$ cat config.mk
export PLATFORM = sky130hd
export DESIGN_NAME = dvd_subpicture_highlight_recolor_core
export DESIGN_NICKNAME = d
export VERILOG_FILES = /design/src/design/dvdhl_pkg.sv /design/src/design/dvdhl_shade.sv /design/src/design/dvd_subpicture_highlight_recolor_core.sv
export SDC_FILE = /design/constraint.sdc
export NUM_CORES = 1
export LEC_CHECK = 0
export ABC_AREA = 1
export BUFFER_PORTS_ARGS = -buffer_cell sky130_fd_sc_hd__buf_2
export CAP_MARGIN = 20
export CORE_MARGIN = 2
export CORE_UTILIZATION = 55
export CTS_CLUSTER_SIZE = 24
export DETAILED_ROUTE_END_ITERATION = 8
export PLACE_DENSITY = 0.73
export SYNTH_ARGS = -nofsm -noshare
export SYNTH_HDL_FRONTEND = slang
export SYNTH_SLANG_ARGS = --single-unit
$ cat constraint.sdc
create_clock -name clk -period 9.2 [get_ports clk]
set_clock_uncertainty 0.15 [all_clocks]
set_input_delay 0.92 -clock clk [delete_from_list [all_inputs] [get_ports clk]]
set_output_delay 0.92 -clock clk [all_outputs]
set_load 0.01 [all_outputs]
$ cat src/design/dvdhl_pkg.sv
// Shared types and constants for the DVD subpicture highlight recolor block.
// No dependencies; imported by dvdhl_shade and the top level.
`default_nettype none

package dvdhl_pkg;

	localparam int CFG_DATA_W  = 16;
	localparam int CFG_INDEX_W = 3;
	localparam int NIBBLE_W    = 4;
	localparam int RGB_W       = 24;
	localparam int RGBA_W      = 32;
	localparam int CODE_W      = 8;

	typedef enum logic [CFG_INDEX_W-1:0] {
		REG_HIGHLIGHT_ENABLE = 3'd0,
		REG_BOX_LEFT         = 3'd1,
		REG_BOX_RIGHT        = 3'd2,
		REG_BOX_TOP          = 3'd3,
		REG_BOX_BOTTOM       = 3'd4,
		REG_COLOR_SELECT     = 3'd5,
		REG_CONTRAST_SELECT  = 3'd6
	} cfg_reg_t;

	localparam logic ACT_PALETTE = 1'b0;
	localparam logic ACT_PIXEL   = 1'b1;

	typedef struct packed {
		logic [CFG_DATA_W-1:0] color_select;
		logic [CFG_DATA_W-1:0] contrast_select;
	} hl_sel_t;

	typedef struct packed {
		logic [RGBA_W-1:0] rgba;
		logic              recolored;
	} hl_res_t;

endpackage

`default_nettype wire

$ cat src/design/dvdhl_shade.sv
// Per-pixel highlight decision: code to palette index / contrast, premultiply.
// Depends on dvdhl_pkg; palette storage lives in the top level.
`default_nettype none

module dvdhl_shade import dvdhl_pkg::*; (
	input  wire logic                in_box,
	input  wire logic [CODE_W-1:0]   code,
	input  wire logic [RGBA_W-1:0]   orig,
	input  wire hl_sel_t             sel,
	output logic      [NIBBLE_W-1:0] pal_idx,
	input  wire logic [RGB_W-1:0]    pal_rgb,
	output hl_res_t                  res
);

	localparam logic [15:0] ROUND_BIAS  = 16'd128;
	localparam logic [23:0] UNITY_SCALE = 24'd257;
	localparam int          ALPHA_SHIFT = 4;

	// ((v*a + 128) * 257) >> 16, exact 8-bit rounding of v*a/255
	function automatic logic [7:0] premul(input logic [7:0] v, input logic [7:0] a);
		logic [15:0] p;
		logic [15:0] q;
		logic [23:0] r;
		p = 16'(v) * 16'(a);
		q = p + ROUND_BIAS;
		r = 24'(q) * UNITY_SCALE;
		return r[23:16];
	endfunction

	logic [NIBBLE_W-1:0] contrast;
	logic [7:0]          alpha;
	logic                bad_code;

	always_comb begin
		case (code[1:0])
			2'd0: begin
				pal_idx  = sel.color_select[3:0];
				contrast = sel.contrast_select[3:0];
			end
			2'd1: begin
				pal_idx  = sel.color_select[7:4];
				contrast = sel.contrast_select[7:4];
			end
			2'd2: begin
				pal_idx  = sel.color_select[11:8];
				contrast = sel.contrast_select[11:8];
			end
			default: begin
				pal_idx  = sel.color_select[15:12];
				contrast = sel.contrast_select[15:12];
			end
		endcase
	end

	assign alpha    = {contrast, {ALPHA_SHIFT{1'b0}}};
	assign bad_code = |code[CODE_W-1:2];

	always_comb begin
		if (!in_box) begin
			res.rgba      = orig;
			res.recolored = 1'b0;
		end else if (bad_code) begin
			res.rgba      = '0;
			res.recolored = 1'b1;
		end else begin
			res.rgba      = {alpha, premul(pal_rgb[23:16], alpha),
				premul(pal_rgb[15:8], alpha), premul(pal_rgb[7:0], alpha)};
			res.recolored = 1'b1;
		end
	end

endmodule

`default_nettype wire

$ cat src/design/dvd_subpicture_highlight_recolor_core.sv
// DVD subpicture highlight recolor, top level.
// Input channel (in_valid/in_ready) carries either a palette load (action 0)
// or a pixel (action 1). Each pixel yields one transfer on the output channel
// (out_valid/out_ready); palette loads yield nothing.
// Pipeline: input register, then the box test, code decode and three 8x8
// premultiply products feed the output register. A pixel moves on from the input
// register to the output register unless the output register is stalled;
// one item per cycle is sustained while out_ready stays high.
// A palette load takes effect for every pixel that follows it in the stream.
// When the receiver stalls with a pixel held in the output register, a pixel
// in the input register waits and in_ready drops; palette loads still drain.
// Configuration (cfg_we/cfg_index/cfg_wdata) is written while idle; indexes
// beyond the register list are ignored.
// Reset clears the configuration registers and the pipeline valids; palette
// contents are undefined until loaded.
`default_nettype none

module dvd_subpicture_highlight_recolor_core import dvdhl_pkg::*; #(
	parameter int COORD_BITS      = 10,
	parameter int PALETTE_ENTRIES = 16
) (
	input  wire logic                               clk,
	input  wire logic                               arst_n,
	input  wire logic                               cfg_we,
	input  wire logic [CFG_INDEX_W-1:0]             cfg_index,
	input  wire logic [CFG_DATA_W-1:0]              cfg_wdata,
	input  wire logic                               in_valid,
	output logic                                    in_ready,
	input  wire logic                               action,
	input  wire logic [$clog2(PALETTE_ENTRIES)-1:0] entry_number,
	input  wire logic [RGB_W-1:0]                   entry_rgb,
	input  wire logic [COORD_BITS-1:0]              pixel_x,
	input  wire logic [COORD_BITS-1:0]              pixel_y,
	input  wire logic [CODE_W-1:0]                  pixel_code,
	input  wire logic [RGBA_W-1:0]                  original_rgba,
	output logic                                    out_valid,
	input  wire logic                               out_ready,
	output logic      [RGBA_W-1:0]                  out_rgba,
	output logic                                    recolored
);

	localparam int ENTRY_W = $clog2(PALETTE_ENTRIES);

	// configuration
	logic                  hl_en_q;
	logic [COORD_BITS-1:0] left_q, right_q, top_q, bottom_q;
	hl_sel_t               sel_q;

	always_ff @(posedge clk or negedge arst_n) begin
		if (!arst_n) begin
			hl_en_q  <= 1'b0;
			left_q   <= '0;
			right_q  <= '0;
			top_q    <= '0;
			bottom_q <= '0;
			sel_q    <= '0;
		end else if (cfg_we) begin
			case (cfg_index)
				REG_HIGHLIGHT_ENABLE: hl_en_q               <= cfg_wdata[0];
				REG_BOX_LEFT:         left_q                <= cfg_wdata[COORD_BITS-1:0];
				REG_BOX_RIGHT:        right_q               <= cfg_wdata[COORD_BITS-1:0];
				REG_BOX_TOP:          top_q                 <= cfg_wdata[COORD_BITS-1:0];
				REG_BOX_BOTTOM:       bottom_q              <= cfg_wdata[COORD_BITS-1:0];
				REG_COLOR_SELECT:     sel_q.color_select    <= cfg_wdata;
				REG_CONTRAST_SELECT:  sel_q.contrast_select <= cfg_wdata;
				default: ;
			endcase
		end
	end

	// input stage
	logic                  valid_s1;
	logic                  action_s1;
	logic [ENTRY_W-1:0]    entry_s1;
	logic [RGB_W-1:0]      rgb_s1;
	logic [COORD_BITS-1:0] x_s1, y_s1;
	logic [CODE_W-1:0]     code_s1;
	logic [RGBA_W-1:0]     orig_s1;

	logic                  valid_s2;
	hl_res_t               res_s2;

	logic stall, load_s1, adv_s2;

	// only a pixel needs the output register; palette loads never stall
	assign stall    = valid_s1 && (action_s1 == ACT_PIXEL) && valid_s2 && !out_ready;
	assign in_ready = !stall;
	assign load_s1  = in_valid && in_ready;
	assign adv_s2   = valid_s1 && (action_s1 == ACT_PIXEL) && !stall;

	always_ff @(posedge clk or negedge arst_n) begin
		if (!arst_n) begin
			valid_s1 <= 1'b0;
		end else begin
			valid_s1 <= stall || load_s1;
		end
	end

	always_ff @(posedge clk) begin
		if (load_s1) begin
			action_s1 <= action;
			entry_s1  <= entry_number;
			rgb_s1    <= entry_rgb;
			x_s1      <= pixel_x;
			y_s1      <= pixel_y;
			code_s1   <= pixel_code;
			orig_s1   <= original_rgba;
		end
	end

	// palette
	logic [RGB_W-1:0]    palette_q [PALETTE_ENTRIES];
	logic [NIBBLE_W-1:0] pal_idx;
	logic [RGB_W-1:0]    pal_rgb;

	always_ff @(posedge clk) begin
		if (valid_s1 && (action_s1 == ACT_PALETTE)) begin
			palette_q[entry_s1] <= rgb_s1;
		end
	end

	assign pal_rgb = palette_q[pal_idx[ENTRY_W-1:0]];

	logic    in_box;
	hl_res_t res;

	assign in_box = hl_en_q && (x_s1 >= left_q) && (x_s1 <= right_q)
		&& (y_s1 >= top_q) && (y_s1 <= bottom_q);

	dvdhl_shade u_shade (
		.in_box  (in_box),
		.code    (code_s1),
		.orig    (orig_s1),
		.sel     (sel_q),
		.pal_idx (pal_idx),
		.pal_rgb (pal_rgb),
		.res     (res)
	);

	// output register
	always_ff @(posedge clk or negedge arst_n) begin
		if (!arst_n) begin
			valid_s2 <= 1'b0;
		end else if (adv_s2) begin
			valid_s2 <= 1'b1;
		end else if (out_ready) begin
			valid_s2 <= 1'b0;
		end
	end

	always_ff @(posedge clk) begin
		if (adv_s2) begin
			res_s2 <= res;
		end
	end

	assign out_valid = valid_s2;
	assign out_rgba  = res_s2.rgba;
	assign recolored = res_s2.recolored;

`ifndef SYNTHESIS
	a_ready_only_on_stall: assert property (@(posedge clk) disable iff (!arst_n)
		!in_ready |-> (out_valid && !out_ready && valid_s1))
		else $error("in_ready low without an output stall");

	a_s1_held_on_stall: assert property (@(posedge clk) disable iff (!arst_n)
		stall |=> (valid_s1 && action_s1 == ACT_PIXEL))
		else $error("stalled pixel lost from input stage");

	a_alpha_low_nibble: assert property (@(posedge clk) disable iff (!arst_n)
		(out_valid && recolored) |-> (out_rgba[27:24] == 4'd0))
		else $error("recolored alpha not a multiple of sixteen");

	a_no_recolor_disabled: assert property (@(posedge clk) disable iff (!arst_n)
		(out_valid && !hl_en_q) |-> !recolored)
		else $error("recolored pixel with highlight disabled");
`endif

endmodule

`default_nettype wire
==> impl_metrics.json, run 1 <==
{
  "clkPwrFrac_pct": 28.6,
  "synth-async-reset-ratio_pct": 12.9,
  "rsz0062_at_grt": "no",
  "crit_path_end_kind": "register",
  "clk_pin_slew_ns": 0.06,
  "clock-sinks": 581,
  "place_ws_ns": 1.37,
  "p_leak_nw": 13.0,
  "floorplan.initialDensity_pct": 55.8,
  "grt_pass1_wl_mm": 111,
  "startpoint": "code_s1[0]$_DFFE_PP_",
  "port_buffers": 147,
  "drive_gt1_share_pct": 11.6,
  "arrival_ns": 8.16,
  "drv_cap": 0,
  "rr_worst_depth": 32,
  "die-width_um": 230,
  "max_freq_ghz": 0.126,
  "cp-start-kind": "register",
  "antenna_left": 0,
  "cp_slowest_cell": "nand2_4",
  "drc": 0,
  "num_rows": 82,
  "grt_max_degree": 193,
  "layout.nets": 3011,
  "relSlewSlack_pct": 36.6,
  "grt_usage_pct": 27.1,
  "tns_ns": 0,
  "yosys_warnings": 0,
  "combinationalPowerShare_pct": 33.2,
  "hpwlAfterDp_mm": 43.9,
  "first_pass_iters": 6,
  "synth_area_per_cell_um2": 10.7,
  "finalCriticalPeriod_ns": 7.94,
  "core-area_mm2": 0.0503,
  "swShare_pct": 35.5,
  "setup_ws_ns": 1.26,
  "synth_top_family_by_area": "simple AND/OR/NAND/NOR gates",
  "critPathKind": "reg -> reg",
  "synth-edff-count": 506,
  "ys_seq_area_share_pct": 60.8,
  "cts_root_buf": "clkbuf_16",
  "area_delta_synth_final_pct": 11.8,
  "avgViaCountPerCell": 5.88,
  "synth_area_mm2": 0.0281,
  "hp-class": "in -> reg",
  "hold_buffers": 0,
  "critPathMaxFanout": 60,
  "r2r_end": "out_rgba[5]$_DFFE_PP_",
  "tightest_slew_ns": 0.951,
  "wl_per_cell_um": 20.6,
  "syn_inst": 2623,
  "h-tree-depth": 2,
  "endpoint": "out_rgba[5]$_DFFE_PP_",
  "switchingPower_mw": 2.85,
  "muxShareOfSynthArea_pct": 0,
  "p_seq_share_pct": 38.2,
  "reg2reg_slack_ns": 1.26,
  "grt_antenna_before_repair": 0,
  "grt_remaining_overflow": 0,
  "post-route-period-util_pct": 86.3,
  "required_ns": 9.42,
  "synth_cell_type_count": 43,
  "gp_congestion": 0.885,
  "clock_latency_ns": 0.64,
  "synth_fa_ha_area_share_pct": 7.83,
  "r2r_start": "code_s1[0]$_DFFE_PP_",
  "cpPeakStageDelay_ns": 0.57,
  "cts_tree": "built",
  "holdWs_ns": 0.309,
  "ir_worst_vdd_mv": 0.169,
  "status": "finished clean",
  "drt_iter0_drc": 2282,
  "die_y_um": 230,
  "fin_util_pct": 62.4,
  "routed-via-count": 20400,
  "cts_resized": 0,
  "ys_ff_latch": 581,
  "routed_wl_mm": 71.5,
  "ios": 148,
  "synth_compound_area_share_pct": 6.79,
  "numCtsBuffers": 57,
  "die_area_mm2": 0.0529,
  "post-cts-setup-buffers": 0,
  "p_per_area_mw_per_mm2": 256,
  "grt_pass1_vias": 20200,
  "drv_slew": 0,
  "clockBufferDepth": 3,
  "final_hold_viol_count": 0,
  "setup_viol": 0,
  "p_int_mw": 5.18,
  "synth_xor_area_share_pct": 0.437,
  "synth_nets": 2890,
  "yosys.area_share.simple_pct": 18.9,
  "power_mw": 8.04,
  "synth_top_flop_cell": "edfxtp_1"
}
-- sequential cells by signal, indices dropped and copies added, names as in the netlist, 24 cells and up --
name and count:
sel_q 32, out_rgba 32, rgb_s1 24, palette_q 384, orig_s1 32
-- worst max-delay path: cells and delay by family (launching register included) --
| kind | cells | cell delay [ns] |
|---|---|---|
| compound gates | 6 | 1.34 |
| xor+xnor | 2 | 0.44 |
| fa+ha+maj | 7 | 2.55 |
| buf+inv | 5 | 0.72 |
| flops | 1 | 0.55 |
| simple gates | 12 | 1.88 |
-- power by group through the flow --
stage / sequential (mW) / clock [mW] / combinational [mW]
after floorplan: 3.10 / 0 / 1.95
after global placement: 3.12 / 0 / 2.51
after detailed placement: 3.12 / 0 / 2.62
after CTS: 3.07 / 2.32 / 2.63
after global routing: 3.08 / 2.43 / 3.03
final: 3.07 / 2.30 / 2.66
-- metal layers --
metal | wire, µm | track usage (%) | up-vias
met1 | 28800 | 36.4 | 9891
met5 | 0 | 0 | -
met2 | 34900 | 45.2 | 886
met3 | 5480 | 4.10 | 153
li1 | - | - | 9422
met4 | 2290 | 9.50 | 0
-- cell usage after synthesis (all sizes together) (2+ instances only) --
master | instances | area [µm²]
ha | 118 | 1480
or2 | 2 | 12.5
nor2 | 168 | 636
xor2 | 13 | 114
nand2 | 541 | 2040
nor3 | 4 | 20.0
o21ai | 110 | 554
buf | 62 | 338
o21a | 4 | 30.0
clkbuf | 64 | 240
fa | 36 | 721
nand3b | 14 | 105
nand4 | 26 | 163
a31oi | 3 | 18.8
dfrtp | 75 | 1880
o211ai | 44 | 420
a21oi | 80 | 400
nand3 | 458 | 2300
edfxtp | 506 | 15200
a21o | 2 | 15.0
a32o | 42 | 420
inv | 240 | 901
-- worst min-delay path by stage --
stage	from	end	slack, ns	cells past startpoint
final	entry_rgb[11]	rgb_s1[11]$_DFFE_PP_	0.31	1
after global routing	original_rgba[15]	orig_s1[15]$_DFFE_PP_	0.29	1
after CTS	entry_rgb[11]	rgb_s1[11]$_DFFE_PP_	0.29	1
after detailed placement	top_q[3]$_DFFE_PN0P_	top_q[3]$_DFFE_PN0P_	0.32	2
after global placement	top_q[4]$_DFFE_PN0P_	top_q[4]$_DFFE_PN0P_	0.32	2
after floorplan	sel_q[28]$_DFFE_PN0P_	sel_q[28]$_DFFE_PN0P_	0.30	2
-- per-stage QoR --
stage | instances | instance area [µm²]
finish | 3463 | 31400
detailed placement | 3355 | 29500
CTS | 3460 | 31300
global route | 3462 | 31400
global placement | 3355 | 29500
floorplan | 2623 | 28100
-- cells in the final DEF, fill, tap and decap left out, types with 3 or more instances in the layout --
master       n
nand2_1    537
edfxtp_1   506
nand3_1    457
inv_1      235
nor2_1     148
buf_2      147
ha_1       118
o21ai_0    102
a21oi_1     80
dfrtp_1     75
clkbuf_16   57
a32o_1      42
fa_1        36
buf_4       36
o211ai_1    26
nand4_1     26
nor2_2      18
o211ai_2    18
nand3b_1    14
clkinv_2    14
clkbuf_1    14
xor2_1      13
clkinv_1     7
inv_2        5
o21ai_1      5
bufinv_16    5
buf_12       5
nor3_1       4
o21a_1       4
a31oi_1      3
clkinv_4     3
-- logic make-up after synthesis --
group	count (synthesis)
and+or+nand+nor	1216
DFF	581
buffers and inverters	367
AOI/OAI and AO/OA	291
adders and majority gates	154
xor gates and xnor gates	14
-- area by class of cell --
cell class | count | area [µm²]
clock inverters | 33 | 348
inverters | 241 | 905
repair buffers | 188 | 1110
well taps | 672 | 841
diodes | 1 | 2.50
clock buffers | 72 | 1490
flip-flops and latches | 581 | 17100
multi-input cells | 1675 | 9620
fillers | 4002 | 18900
Power figures use the tool's default switching activity.
==> run 2: changes to the inputs <==
CORE_UTILIZATION = 62   (was 55)
PLACE_DENSITY = 0.81   (was 0.73)
==> impl_metrics.json, run 2 (synthesis results as in run 1) <==
{
  "status": "finished clean",
  "ios": 148,
  "hpwlAfterDp_mm": 43.1,
  "arrival_ns": 8.48,
  "grt_antenna_before_repair": 0,
  "startpoint": "code_s1[0]$_DFFE_PP_",
  "cpMostUsedCell": "nand2_1",
  "port_buffers": 147,
  "area_delta_synth_final_pct": 11.3,
  "rr_worst_depth": 35,
  "post-cts-setup-buffers": 0,
  "largest_reg_flops": 384,
  "p_leak_nw": 13.0,
  "ff_latch_area_mm2": 0.0171,
  "critPathMaxFanout": 49,
  "cts_tree": "built",
  "multi_input_area_mm2": 0.00962,
  "whs_path_depth": 1,
  "clock_latency_ns": 0.65,
  "grt_remaining_overflow": 0,
  "numCtsBuffers": 57,
  "core-area_mm2": 0.0444,
  "post-route-period-util_pct": 90.0,
  "tightest_slew_ns": 1.11,
  "critPathKind": "reg -> reg",
  "floorplan.initialDensity_pct": 63.2,
  "layout.nets": 3005,
  "die_y_um": 217,
  "hold_buffers": 0,
  "gp_congestion": 0.893,
  "rsz0062_at_grt": "no",
  "r2r_start": "code_s1[0]$_DFFE_PP_",
  "tns_ns": 0,
  "clock-sinks": 581,
  "finalCriticalPeriod_ns": 8.28,
  "hp-start": "pixel_y[0]",
  "drive_gt1_share_pct": 11.4,
  "drt_iter0_drc": 2594,
  "wl_per_cell_um": 20.6,
  "mostFrequentLayoutCells": "nand2_1 (537), edfxtp_1 (506), nand3_1 (457)",
  "cp_slowest_cell": "edfxtp_1",
  "clk_pin_slew_ns": 0.07,
  "clockBufferDepth": 3,
  "grt_pass1_wl_mm": 109,
  "h-tree-depth": 2,
  "setup_ws_ns": 0.916,
  "grt_usage_pct": 30.1,
  "avgViaCountPerCell": 6.08,
  "cp-start-kind": "register",
  "cp_top_family": "simple AND/OR/NAND/NOR gates",
  "whs_endpoint": "y_s1[0]$_DFFE_PP_",
  "ir_worst_vdd_mv": 0.183,
  "num_rows": 77,
  "required_ns": 9.39,
  "drc": 0,
  "reg2reg_slack_ns": 0.92,
  "antenna_cells": 0,
  "die-width_um": 217,
  "grt_max_degree": 193,
  "crit_path_end_kind": "register",
  "p_per_area_mw_per_mm2": 256,
  "setup_viol": 0,
  "grt_pass1_vias": 20700,
  "first_pass_iters": 8,
  "routed_wl_mm": 69.7,
  "cpPeakStageDelay_ns": 0.58,
  "max_freq_ghz": 0.121,
  "cts_root_buf": "clkbuf_16",
  "cts_resized": 0,
  "drv_slew": 0,
  "regMostFlops": "palette_q",
  "drv_cap": 0,
  "place_ws_ns": 1.12,
  "die_area_mm2": 0.0470,
  "routed-via-count": 20500,
  "r2r_end": "out_rgba[4]$_DFFE_PP_",
  "critPathBufInv": 5,
  "relSlewSlack_pct": 26.0,
  "crit_cells": 35,
  "final_common_cell": "nand2_1",
  "fillers": 3031,
  "final_hold_viol_count": 0,
  "antenna_left": 0,
  "hp-class": "in -> reg"
}
[run 2: cell types whose count changed in the layout (fill, tap and decap cells not counted), sizes merged]
cell,change
buf,-6
clkinv,+6
clkbuf,-4
bufinv,-1
clkinvlp,+1
diode,-1
[run 2: final cells by class]
type                            instances  area share, %
Clock inverter                         39           1.05
Multi-Input combinational cell       1675           30.8
Sequential cell                       581           54.7
Clock buffer                           68           4.80
Inverter                              241           2.90
Tap cell                              592           2.37
Timing Repair Buffer                  182           3.44
[run 2: per-layer routing]
layer	global-route usage, %	wire length, µm	vias to the layer above
li1	-	-	9415
met1	38.5	25900	9843
met2	50.9	34700	1086
met3	5.58	6550	196
met4	12.7	2630	0
met5	0	0	-
[run 2: worst reg2reg max path, delay by kind of cell, from the launching register on]
family / cells / cell delay (ns)
buffers and inverters: 5 / 0.76
XOR/XNOR: 2 / 0.49
flip-flops: 1 / 0.58
adder cells (fa/ha/maj): 7 / 2.67
AND/OR/NAND/NOR: 21 / 3.31
[run 2: how the worst max path moves through the flow]
stage / endpoint / slack, ns
global placement: out_rgba[7]$_DFFE_PP_ / 1.43
finish: out_rgba[4]$_DFFE_PP_ / 0.92
CTS: out_rgba[4]$_DFFE_PP_ / 1.03
detailed placement: out_rgba[4]$_DFFE_PP_ / 1.12
global route: out_rgba[7]$_DFFE_PP_ / 0.34
floorplan: out_rgba[7]$_DFFE_PP_ / 2.66
[run 2: report_power, final]
| group | switching, mW | total, mW | internal [mW] |
|---|---|---|---|
| registers | 0.0802 | 3.07 | 2.99 |
| logic | 1.76 | 2.66 | 0.893 |
| clock network | 0.998 | 2.27 | 1.28 |
| total | 2.84 | 8.00 | 5.16 |
[run 2: metrics by stage]
| stage | hold WS, ns | util, % | power (mW) | instance area [µm²] | std cells |
|---|---|---|---|---|---|
| 2_1_floorplan | 0.296 | - | 5.05 | 28100 | 2623 |
| 3_3_place_gp | 0.311 | 66.2 | 5.58 | 29400 | 3270 |
| 3_5_place_dp | 0.320 | 66.2 | 5.71 | 29400 | 3270 |
| 4_1_cts | 0.269 | 70.3 | 7.97 | 31200 | 3377 |
| 5_1_grt | 0.281 | 70.3 | 8.46 | 31200 | 3378 |
| 6_report | 0.294 | 70.3 | 8.00 | 31200 | 3378 |
